## src/hw/rtl/alpd_pkg.sv

```systemverilog
// ----------------------------------------------------------------------------
// alpd_pkg
// Shared types and constants for the averaged level to PWM duty block.
// ----------------------------------------------------------------------------
package alpd_pkg;

    localparam int SAMPLE_W    = 10;
    localparam int DUTY_W      = 8;
    localparam int PCT_W       = 7;

    localparam int LEVEL_TOP   = 1023;
    localparam int DUTY_TOP    = 255;
    localparam int PERCENT_TOP = 100;

    // Stream data widths, rounded up to whole bytes.
    localparam int IN_DATA_W   = ((SAMPLE_W + 7) / 8) * 8;
    localparam int OUT_DATA_W  = ((DUTY_W + PCT_W + 7) / 8) * 8;

    // The widest dividend is avg * 255 with avg below 1024, and the widest
    // divisor is 1023, so these cover every division the block performs.
    localparam int DIV_NUM_W   = 18;
    localparam int DIV_DEN_W   = 10;

    localparam logic KIND_SAMPLE = 1'b0;
    localparam logic KIND_TICK   = 1'b1;

    typedef enum logic [3:0] {
        ST_IDLE,
        ST_SUM,
        ST_AVG_GO,
        ST_AVG_WAIT,
        ST_DUTY_GO,
        ST_DUTY_WAIT,
        ST_PCT_GO,
        ST_PCT_WAIT,
        ST_OUT
    } t_state;

    typedef struct packed {
        logic                 start;
        logic [DIV_NUM_W-1:0] num;
        logic [DIV_DEN_W-1:0] den;
    } t_div_req;

    typedef struct packed {
        logic                 busy;
        logic                 done;
        logic [DIV_NUM_W-1:0] quot;
    } t_div_rsp;

endpackage

```

## src/hw/rtl/alpd_ram.sv

```systemverilog
// ----------------------------------------------------------------------------
// alpd_ram
// Generic single write port, single read port RAM with registered read data.
// ----------------------------------------------------------------------------
module alpd_ram #(
    parameter int WIDTH = 10,
    parameter int DEPTH = 8
) (
    input  logic                     i_clk,
    input  logic                     i_we,
    input  logic [$clog2(DEPTH)-1:0] i_waddr,
    input  logic [WIDTH-1:0]         i_wdata,
    input  logic [$clog2(DEPTH)-1:0] i_raddr,
    output logic [WIDTH-1:0]         o_rdata
);

    logic [WIDTH-1:0] r_mem [DEPTH];
    logic [WIDTH-1:0] r_rdata;

    always_ff @(posedge i_clk) begin
        if (i_we) begin
            r_mem[i_waddr] <= i_wdata;
        end
        r_rdata <= r_mem[i_raddr];
    end

    assign o_rdata = r_rdata;

endmodule

```

## src/hw/rtl/alpd_serdiv.sv

```systemverilog
// ----------------------------------------------------------------------------
// alpd_serdiv
// Bit-serial restoring divider: one quotient bit per cycle, MSB first.
// ----------------------------------------------------------------------------
module alpd_serdiv import alpd_pkg::*; (
    input  logic     i_clk,
    input  logic     i_rst_n,
    input  t_div_req i_req,
    output t_div_rsp o_rsp
);

    localparam int CNT_W = $clog2(DIV_NUM_W);

    logic                 r_busy;
    logic                 r_done;
    logic [CNT_W-1:0]     r_cnt;
    logic [DIV_DEN_W-1:0] r_rem;
    logic [DIV_NUM_W-1:0] r_num;
    logic [DIV_DEN_W-1:0] r_den;

    logic [DIV_DEN_W:0]   w_trial;
    logic [DIV_DEN_W:0]   w_diff;
    logic                 w_ge;
    logic [DIV_DEN_W-1:0] n_rem;
    logic [DIV_NUM_W-1:0] n_num;

    // The dividend shifts out of the top of r_num while quotient bits shift
    // in at the bottom, so r_num holds the quotient once all bits are done.
    always_comb begin
        w_trial = {r_rem, r_num[DIV_NUM_W-1]};
        w_diff  = w_trial - {1'b0, r_den};
        w_ge    = (w_trial >= {1'b0, r_den});
        n_rem   = w_ge ? w_diff[DIV_DEN_W-1:0] : w_trial[DIV_DEN_W-1:0];
        n_num   = {r_num[DIV_NUM_W-2:0], w_ge};
    end

    always_ff @(posedge i_clk) begin
        if (!i_rst_n) begin
            r_busy <= 1'b0;
            r_done <= 1'b0;
            r_cnt  <= '0;
        end else begin
            r_done <= 1'b0;
            if (i_req.start && !r_busy) begin
                r_busy <= 1'b1;
                r_cnt  <= '0;
            end else if (r_busy) begin
                r_cnt <= r_cnt + CNT_W'(1);
                if (r_cnt == CNT_W'(DIV_NUM_W - 1)) begin
                    r_busy <= 1'b0;
                    r_done <= 1'b1;
                end
            end
        end
    end

    always_ff @(posedge i_clk) begin
        if (i_req.start && !r_busy) begin
            r_rem <= '0;
            r_num <= i_req.num;
            r_den <= i_req.den;
        end else if (r_busy) begin
            r_rem <= n_rem;
            r_num <= n_num;
        end
    end

    assign o_rsp.busy = r_busy;
    assign o_rsp.done = r_done;
    assign o_rsp.quot = r_num;

endmodule

```

## src/hw/rtl/averaged_level_to_pwm_duty.sv

```systemverilog
// ----------------------------------------------------------------------------
// averaged_level_to_pwm_duty
// Moving average of converter samples in a ring, scaled to an 8-bit PWM duty
// and a brightness percentage, with a refresh flag for display ticks.
//
//   Channel  Dir  Signals                     Contents
//   s        in   i_s_tvalid/o_s_tready       tdata: sample; tuser: kind
//   m        out  o_m_tvalid/i_m_tready       tdata: duty, percent;
//                                             tuser: duty_update, display_update
//
// A sample word goes from its accepting cycle through the sum update, three
// passes of the bit-serial divider (a start and a wait state each) for the
// average, the duty and the percentage, to the output load. A display tick
// goes from its accepting cycle straight to the output load. One word is
// worked on at a time. Reset is synchronous and clears the sum, the ring
// valid flags and all status, not the ring memory. A loaded result waiting
// on i_m_tready blocks the next word only once that word's result is ready.
// ----------------------------------------------------------------------------
module averaged_level_to_pwm_duty import alpd_pkg::*; #(
    parameter int WINDOW      = 8,
    parameter int SAMPLE_BITS = 10
) (
    input  logic                  i_clk,
    input  logic                  i_rst_n,
    input  logic                  i_s_tvalid,
    output logic                  o_s_tready,
    input  logic [IN_DATA_W-1:0]  i_s_tdata,   // [9:0] sample, rest zero
    input  logic [0:0]            i_s_tuser,   // [0] kind
    output logic                  o_m_tvalid,
    input  logic                  i_m_tready,
    output logic [OUT_DATA_W-1:0] o_m_tdata,   // [7:0] duty, [14:8] percent, rest zero
    output logic [1:0]            o_m_tuser    // [0] duty_update, [1] display_update
);

    localparam int LEVEL_BITS = (SAMPLE_BITS < SAMPLE_W) ? SAMPLE_BITS : SAMPLE_W;
    localparam int LEVEL_MAX  = (1 << LEVEL_BITS) - 1;
    localparam int SUM_MAX    = WINDOW * LEVEL_MAX;
    localparam int SUM_W      = $clog2(SUM_MAX + 1);
    localparam int SLOT_W     = $clog2(WINDOW);
    localparam logic [SAMPLE_W-1:0] LEVEL_MASK = SAMPLE_W'(LEVEL_MAX);

    t_state r_state;
    t_state n_state;

    logic                r_out_valid;
    logic [SAMPLE_W-1:0] r_level;
    logic [SUM_W-1:0]    r_sum;
    logic [SUM_W-1:0]    n_sum;
    logic [SLOT_W-1:0]   r_slot;
    logic [SLOT_W-1:0]   n_slot;
    logic [WINDOW-1:0]   r_ring_valid;
    logic [DUTY_W-1:0]   r_last_duty;
    logic [PCT_W-1:0]    r_cur_pct;
    logic [PCT_W-1:0]    r_shown_pct;
    logic                r_shown_valid;
    logic                r_res_dupd;
    logic                r_res_disp;
    logic [DUTY_W-1:0]   r_o_duty;
    logic [PCT_W-1:0]    r_o_pct;
    logic                r_o_dupd;
    logic                r_o_disp;

    logic                w_s_acc;
    logic                w_is_tick;
    logic                w_out_free;
    logic                w_ram_we;
    logic                w_duty_cap;
    logic                w_pct_cap;
    logic                w_out_load;
    logic                w_tick_disp;
    logic [SAMPLE_W-1:0] w_ring_rdata;
    logic [SAMPLE_W-1:0] w_old;
    logic [DUTY_W-1:0]   w_duty;
    logic [PCT_W-1:0]    w_pct;
    t_div_req            w_div_req;
    t_div_rsp            w_div_rsp;

    assign w_s_acc     = i_s_tvalid && o_s_tready;
    assign w_is_tick   = (i_s_tuser[0] == KIND_TICK);
    assign w_out_free  = !r_out_valid || i_m_tready;
    assign w_tick_disp = !r_shown_valid || (r_cur_pct != r_shown_pct);

    // Entries not written since reset read as zero.
    assign w_old  = r_ring_valid[r_slot] ? w_ring_rdata : '0;
    assign n_sum  = r_sum - SUM_W'(w_old) + SUM_W'(r_level);
    assign n_slot = (r_slot == SLOT_W'(WINDOW - 1)) ? '0 : r_slot + SLOT_W'(1);

    assign w_duty = (w_div_rsp.quot > DIV_NUM_W'(DUTY_TOP)) ?
                    DUTY_W'(DUTY_TOP) : w_div_rsp.quot[DUTY_W-1:0];
    assign w_pct  = (w_div_rsp.quot > DIV_NUM_W'(PERCENT_TOP)) ?
                    PCT_W'(PERCENT_TOP) : w_div_rsp.quot[PCT_W-1:0];

    // The read address follows r_slot, so the old entry is ready in ST_SUM.
    alpd_ram #(
        .WIDTH (SAMPLE_W),
        .DEPTH (WINDOW)
    ) u_ring (
        .i_clk   (i_clk),
        .i_we    (w_ram_we),
        .i_waddr (r_slot),
        .i_wdata (r_level),
        .i_raddr (r_slot),
        .o_rdata (w_ring_rdata)
    );

    alpd_serdiv u_div (
        .i_clk   (i_clk),
        .i_rst_n (i_rst_n),
        .i_req   (w_div_req),
        .o_rsp   (w_div_rsp)
    );

    always_comb begin
        n_state = r_state;
        case (r_state)
            ST_IDLE: begin
                if (w_s_acc) begin
                    n_state = w_is_tick ? ST_OUT : ST_SUM;
                end
            end
            ST_SUM:       n_state = ST_AVG_GO;
            ST_AVG_GO:    n_state = ST_AVG_WAIT;
            ST_AVG_WAIT: begin
                if (w_div_rsp.done) begin
                    n_state = ST_DUTY_GO;
                end
            end
            ST_DUTY_GO:   n_state = ST_DUTY_WAIT;
            ST_DUTY_WAIT: begin
                if (w_div_rsp.done) begin
                    n_state = ST_PCT_GO;
                end
            end
            ST_PCT_GO:    n_state = ST_PCT_WAIT;
            ST_PCT_WAIT: begin
                if (w_div_rsp.done) begin
                    n_state = ST_OUT;
                end
            end
            ST_OUT: begin
                if (w_out_free) begin
                    n_state = ST_IDLE;
                end
            end
            default:      n_state = ST_IDLE;
        endcase
    end

    always_comb begin
        o_s_tready      = 1'b0;
        w_ram_we        = 1'b0;
        w_duty_cap      = 1'b0;
        w_pct_cap       = 1'b0;
        w_out_load      = 1'b0;
        w_div_req.start = 1'b0;
        w_div_req.num   = '0;
        w_div_req.den   = DIV_DEN_W'(WINDOW);
        case (r_state)
            ST_IDLE:      o_s_tready = 1'b1;
            ST_SUM:       w_ram_we = 1'b1;
            ST_AVG_GO: begin
                w_div_req.start = 1'b1;
                w_div_req.num   = DIV_NUM_W'(r_sum);
                w_div_req.den   = DIV_DEN_W'(WINDOW);
            end
            ST_AVG_WAIT:  ;
            ST_DUTY_GO: begin
                // The quotient of the average pass is still in the divider.
                w_div_req.start = 1'b1;
                w_div_req.num   = DIV_NUM_W'(w_div_rsp.quot[SAMPLE_W-1:0])
                                  * DIV_NUM_W'(DUTY_TOP);
                w_div_req.den   = DIV_DEN_W'(LEVEL_TOP);
            end
            ST_DUTY_WAIT: w_duty_cap = w_div_rsp.done;
            ST_PCT_GO: begin
                w_div_req.start = 1'b1;
                w_div_req.num   = DIV_NUM_W'(r_last_duty) * DIV_NUM_W'(PERCENT_TOP);
                w_div_req.den   = DIV_DEN_W'(DUTY_TOP);
            end
            ST_PCT_WAIT:  w_pct_cap = w_div_rsp.done;
            ST_OUT:       w_out_load = w_out_free;
            default:      ;
        endcase
    end

    always_ff @(posedge i_clk) begin
        if (!i_rst_n) begin
            r_state       <= ST_IDLE;
            r_out_valid   <= 1'b0;
            r_sum         <= '0;
            r_slot        <= '0;
            r_ring_valid  <= '0;
            r_last_duty   <= '0;
            r_cur_pct     <= '0;
            r_shown_pct   <= '0;
            r_shown_valid <= 1'b0;
        end else begin
            r_state <= n_state;
            if (w_out_load) begin
                r_out_valid <= 1'b1;
            end else if (i_m_tready) begin
                r_out_valid <= 1'b0;
            end
            if (w_ram_we) begin
                r_sum                <= n_sum;
                r_slot               <= n_slot;
                r_ring_valid[r_slot] <= 1'b1;
            end
            if (w_duty_cap) begin
                r_last_duty <= w_duty;
            end
            if (w_pct_cap) begin
                r_cur_pct <= w_pct;
            end
            if (w_s_acc && w_is_tick) begin
                r_shown_pct   <= r_cur_pct;
                r_shown_valid <= 1'b1;
            end
        end
    end

    always_ff @(posedge i_clk) begin
        if (w_s_acc) begin
            r_level    <= i_s_tdata[SAMPLE_W-1:0] & LEVEL_MASK;
            r_res_dupd <= !w_is_tick;
            r_res_disp <= w_is_tick && w_tick_disp;
        end
        if (w_out_load) begin
            r_o_duty <= r_last_duty;
            r_o_pct  <= r_cur_pct;
            r_o_dupd <= r_res_dupd;
            r_o_disp <= r_res_disp;
        end
    end

    assign o_m_tvalid = r_out_valid;
    assign o_m_tdata  = OUT_DATA_W'({r_o_pct, r_o_duty});
    assign o_m_tuser  = {r_o_disp, r_o_dupd};

    a_div_start_idle: assert property (@(posedge i_clk) disable iff (!i_rst_n)
        w_div_req.start |-> !w_div_rsp.busy)
        else $error("divider started while busy");

    a_div_done_wait: assert property (@(posedge i_clk) disable iff (!i_rst_n)
        w_div_rsp.done |-> (r_state == ST_AVG_WAIT || r_state == ST_DUTY_WAIT
                            || r_state == ST_PCT_WAIT))
        else $error("divider finished outside a wait state");

    a_sum_range: assert property (@(posedge i_clk) disable iff (!i_rst_n)
        r_sum <= SUM_W'(SUM_MAX))
        else $error("window sum out of range");

    a_pct_range: assert property (@(posedge i_clk) disable iff (!i_rst_n)
        r_cur_pct <= PCT_W'(PERCENT_TOP))
        else $error("percentage above full scale");

    a_tick_marks_shown: assert property (@(posedge i_clk) disable iff (!i_rst_n)
        (w_s_acc && w_is_tick) |=> (r_shown_valid && !r_res_dupd
                                    && r_state == ST_OUT))
        else $error("display tick not recorded");

endmodule
```

## config.mk

```make
export PLATFORM = sky130hd
export DESIGN_NAME = averaged_level_to_pwm_duty
export DESIGN_NICKNAME = d
export VERILOG_FILES = /design/src/hw/rtl/alpd_pkg.sv /design/src/hw/rtl/alpd_ram.sv /design/src/hw/rtl/alpd_serdiv.sv /design/src/hw/rtl/averaged_level_to_pwm_duty.sv
export SDC_FILE = /design/constraint.sdc
export NUM_CORES = 1
export LEC_CHECK = 0
export ABC_CLOCK_PERIOD_IN_PS = 6150
export BUFFER_PORTS_ARGS = -buffer_cell sky130_fd_sc_hd__buf_2
export CAP_MARGIN = 20
export CORE_MARGIN = 1
export CORE_UTILIZATION = 60
export CTS_BUF_LIST = sky130_fd_sc_hd__clkbuf_4 sky130_fd_sc_hd__clkbuf_8 sky130_fd_sc_hd__clkbuf_16
export DETAILED_ROUTE_END_ITERATION = 12
export PLACE_DENSITY = 0.77
export SLEW_MARGIN = 20
export SYNTH_ARGS = -nofsm -noshare
export SYNTH_HDL_FRONTEND = slang
export SYNTH_HIERARCHICAL = 1
export SYNTH_SLANG_ARGS = --single-unit
```

## constraint.sdc

```tcl
create_clock -name i_clk -period 6.15 [get_ports i_clk]
set_input_delay 0.3075 -clock i_clk [delete_from_list [all_inputs] [get_ports i_clk]]
set_output_delay 0.3075 -clock i_clk [all_outputs]
set_load 0.02 [all_outputs]
```

; ---- Word-level counts from Yosys, hierarchy flattened
; Memory sizes are Yosys's and may differ from the RTL's. A register that Yosys moved wholly into a read port is not among the register bits.
; Index checks and enable logic that the tools add are counted.
[word_totals]
regBits = 126
ram_bits = 80
inputBits = 21
output_inout_bits = 20
word_cells = 103
mem_count = 1
[mem_list]
columns = memory, words, word_bits, rd, rd_clocked_by_memory_dff, write_ports, line_no
row1 = u_ring.r_mem, 8, 10, 1, 1, 1, alpd_ram.sv:17  ; logic [WIDTH-1:0] r_mem [DEPTH];
[classes]
n_addsub = 5
n_mul = 2
order_cmp = 5
n_eq_ne = 16
mux = 32
bitwise_logic = 3
n_reduce_logical = 17
[ops]
columns = op, n
row1 = one-hot mux 29 bit (3 select lines), 1
row2 = two-way mux 18 bit, 2
row3 = one-hot mux 4 bit (9 select lines), 1
row4 = two-way mux 4 bit, 6
row5 = two-way mux 10 bit, 2
row6 = "> comparator 18 x 7 -> 1 bit, second input constant", 1
row7 = "> comparator 18 x 8 -> 1 bit, second input constant", 1
row8 = "multiplier 10 x 8 -> 18 bit, second input constant", 1
row9 = "== test 4 x 3 -> 1 bit, second input constant", 4
row10 = two-way mux 1 bit, 15
row11 = adder 13 x 10 -> 13 bit, 1
row12 = "multiplier 8 x 5 -> 13 bit, second input constant", 1
row13 = subtractor 13 x 10 -> 13 bit, 1
row14 = greater-or-equal comparator 11 x 10 -> 1 bit, 1
row15 = subtractor 10 bit, 1
row16 = "== test 4 x 2 -> 1 bit, second input constant", 2
row17 = two-way mux 8 bit, 1
row18 = bitwise OR 8 bit, 1
row19 = two-way mux 7 bit, 1
row20 = != test 7 bit, 1
row21 = "!= test 2 x 1 -> 1 bit, second input constant", 3
row22 = "adder 5 x 1 -> 5 bit, second input constant", 1
row23 = "== test 5 bit, second input constant", 1
row24 = logical AND 1 bit, 5
row25 = 18 further kinds, 25

; ---- Depth between registers and ports, before layout
[depth]
word_depth = 5
ltp_mapped = 17
mapped_depth_nobuf = 17

; ---- By module
; Netlist, hierarchy kept.
[modules_own_cells]
columns = mod, instances, cells_per_inst, area_each_um2, seq_area_each_um2
row1 = averaged_level_to_pwm_duty, 1, 735, 7129.3, 1911.8
row2 = alpd_ram, 1, 138, 3333.2, 2602.5
row3 = alpd_serdiv, 1, 200, 2290.9, 1181.1

; ---- Worst setup path after synthesis
; OpenSTA, ideal clock, no wires.
[synth_timing]
path_type = register -> register
from = register u_div.r_num[3]
to = register u_div.r_num[13] (data pin)
setup_ns = 0.260
t_arrival_ns = 4.365
required_time_ns = 5.890
path_slack_ns = 1.526
stages_incl_launch_ff = 17
path_buffers = 0
synth_period_minus_slack_ns = 4.624
path_cell_list = edfxtp_1 -> inv_1 -> fa_1 -> inv_1 -> fa_1 -> fa_1 -> inv_1 -> fa_1 -> inv_1 -> ha_1 -> nand2_2 -> o21ai_2 -> a211oi_2 -> o31a_1 -> nor3_1 -> a2111oi_2 -> mux2_2
[synth_lines]
columns = element, line_no
row1 = from (decl), alpd_serdiv.sv:18  ; logic [DIV_NUM_W-1:0] r_num;
row2 = from (signal assigned), alpd_serdiv.sv:60  ; r_num <= i_req.num;
row3 = from (signal assigned), alpd_serdiv.sv:64  ; r_num <= n_num;

==> flow_summary.json <==
{
  "status": "finished clean",
  "worstPathArrival_ps": 5360,
  "ys_warn_count": 6,
  "viasPerCell": 5.767,
  "post-place-ws_ps": 1086,
  "layout-drive-gt1-share": 0.1420,
  "drtIter0Drc": 451,
  "boundaryPins": 41,
  "worstSetupStartpointType": "register",
  "routedWlPerCell_um": 18.13,
  "rr_startpoint": "u_div/r_num[4]",
  "slew_viol_final": 0,
  "crit_required_ps": 6410,
  "crit_start": "u_div/r_num[4]",
  "clkTransAtPathRegs_ps": 60,
  "grtUsageTotal": 0.2454,
  "layout.nets": 1293,
  "grt_first_pass_wirelength_mm": 42.03,
  "fin_hold_ws_ps": 110.4,
  "fin_ws_ps": 1051,
  "syn_area_per_cell_sq_um": 11.89,
  "cts_sinks": 216,
  "cap_violations": 0,
  "post_cts_buffers": 0,
  "nFillCells": 1510,
  "ctsHoldBuffers": 10,
  "port_buffers": 33,
  "syn_area_sq_um": 12750,
  "worstSetupEndpoint": "u_div/r_num[12]",
  "clockBufferDepth": 3,
  "max_freq_mhz": 196.1,
  "min_period_over_period": 0.8290,
  "crit_type": "register to register",
  "antenna_found_initial": 0,
  "powerDensity_nw_per_um2": 445.2,
  "p_leak_nw": 5.869,
  "dieArea_sq_um": 21830,
  "cp-end-kind": "register",
  "setup_tns_ps": 0,
  "finalClockSkew_ps": 16.92,
  "diodes": 0,
  "grt_pass1_vias": 8189,
  "num_rows": 52,
  "fin_util": 0.6842,
  "gp_congestion": 0.8424,
  "grt_start_max_net_pins": 32,
  "synth_nets": 1249,
  "clock-root-buffer": "clkbuf_16",
  "cts_inserted_buffers": 24,
  "setup_viol": 0,
  "area_growth_pct": 10.36,
  "final_area_sq_um": 14070,
  "wirelength_mm": 25.46,
  "r2r_end": "u_div/r_num[12]",
  "rrSetupSlack_ps": 1050,
  "hold_class": "input port to register",
  "coreArea_sq_um": 20560,
  "crit_fanout": 7,
  "synth_cells": 1072,
  "overflow": 0,
  "ir_drop_uv": 402.0,
  "power_mw": 6.263,
  "rsz0062_at_grt": "no",
  "initial_utilization": 0.6199,
  "die_h_um": 147.8,
  "r2r_cells": 16,
  "die-width_um": 147.8,
  "clk_latency_ps": 520,
  "drt_first_pass_iters": 5,
  "slew_headroom": 0.2962,
  "cts_tree": "built",
  "place_area_sq_um": 13130,
  "route.detailed.drc": 0,
  "layout_min_cycle_time_ps": 5099,
  "worst_pin_slew_ps": 1052,
  "stdcell_count": 1404,
  "num_vias": 8097,
  "h-tree-depth": 1,
  "hold_violations": 0,
  "placed_cells": 1349,
  "ant_nets": 0,
  "dp_hpwl_mm": 18.04,
  "postCtsResizedCells": 0
}
## worst min-delay path by stage
stage,cells past startpoint,slack (ps),from,endpoint
2_1_floorplan,0,400,r_res_disp,r_o_disp
3_3_place_gp,0,420,r_res_dupd,r_o_dupd
3_5_place_dp,0,410,r_res_disp,r_o_disp
4_1_cts,3,100,i_s_tvalid,r_state[0]
5_1_grt,3,130,i_s_tvalid,r_state[0]
6_report,3,110,i_s_tvalid,r_state[0]
## registers in the layout, summed over array words and instances, names as in the netlist, 4 cells and up
register / flops
r_cur_pct: 7
r_last_duty: 8
r_level: 10
r_o_duty: 8
r_o_pct: 7
r_ring_valid: 8
r_shown_pct: 7
r_state: 4
r_sum: 13
u_div/r_cnt: 5
u_div/r_den: 10
u_div/r_num: 18
u_div/r_rem: 10
u_ring/o_rdata: 10
u_ring/r_mem: 80
## worst max-delay path, stage by stage (launching register included)
cell and delay (ps):
edfxtp_1 610, inv_1 230, fa_1 610, inv_1 80, fa_1 500, fa_1 540
inv_1 60, fa_1 530, inv_1 40, ha_1 390, o211ai_1 180, o211ai_2 220
a31oi_1 130, xnor2_1 170, a22oi_1 150, o21ai_0 120, mux2_2 280
## layout by cell type, fill, tap and decap left out, drive strengths merged, types with 8 or more instances in the layout
| master | count |
|---|---|
| fa | 54 |
| xnor2 | 19 |
| nand3 | 16 |
| edfxtp | 137 |
| mux2i | 12 |
| nor2 | 66 |
| mux4 | 20 |
| clkbuf | 31 |
| nand2 | 52 |
| mux2 | 33 |
| a211oi | 12 |
| nor2b | 15 |
| inv | 152 |
| nand2b | 15 |
| a21oi | 36 |
| dfxtp | 79 |
| o21a | 10 |
| a21o | 12 |
| xor2 | 26 |
| a31oi | 11 |
| nor3 | 13 |
| o211ai | 12 |
| buf | 42 |
| o21ai | 33 |
| o221a | 8 |
| ha | 102 |
| dlygate4sd3 | 10 |
## power by group
group | internal [mW] | leakage, nW | switching [mW]
clock network | 0.882 | 0.409 | 0.581
logic | 1.31 | 3.56 | 1.75
registers | 1.64 | 1.90 | 0.0954
total | 3.84 | 5.87 | 2.42
## area by class of cell
type	count	area, sq um	share of cell area
inverter	150	563.0	0.04003
timing repair buffer	52	332.8	0.02366
tap	270	337.8	0.02402
clock buffer	31	689.4	0.04901
sequential	216	5695	0.4049
multi-input combinational	672	6314	0.4489
clock inverter	13	133.9	0.009518
## metal layers
metal  part of all wire  track usage  vias to the layer above
met5                  0            0                        -
met4              0.024      0.06753                        0
met3              0.051      0.03519                       39
met2               0.45       0.3896                      216
met1               0.47       0.3545                     3926
li1                   -            -                     3916
(Power assumes the default switching activity.)
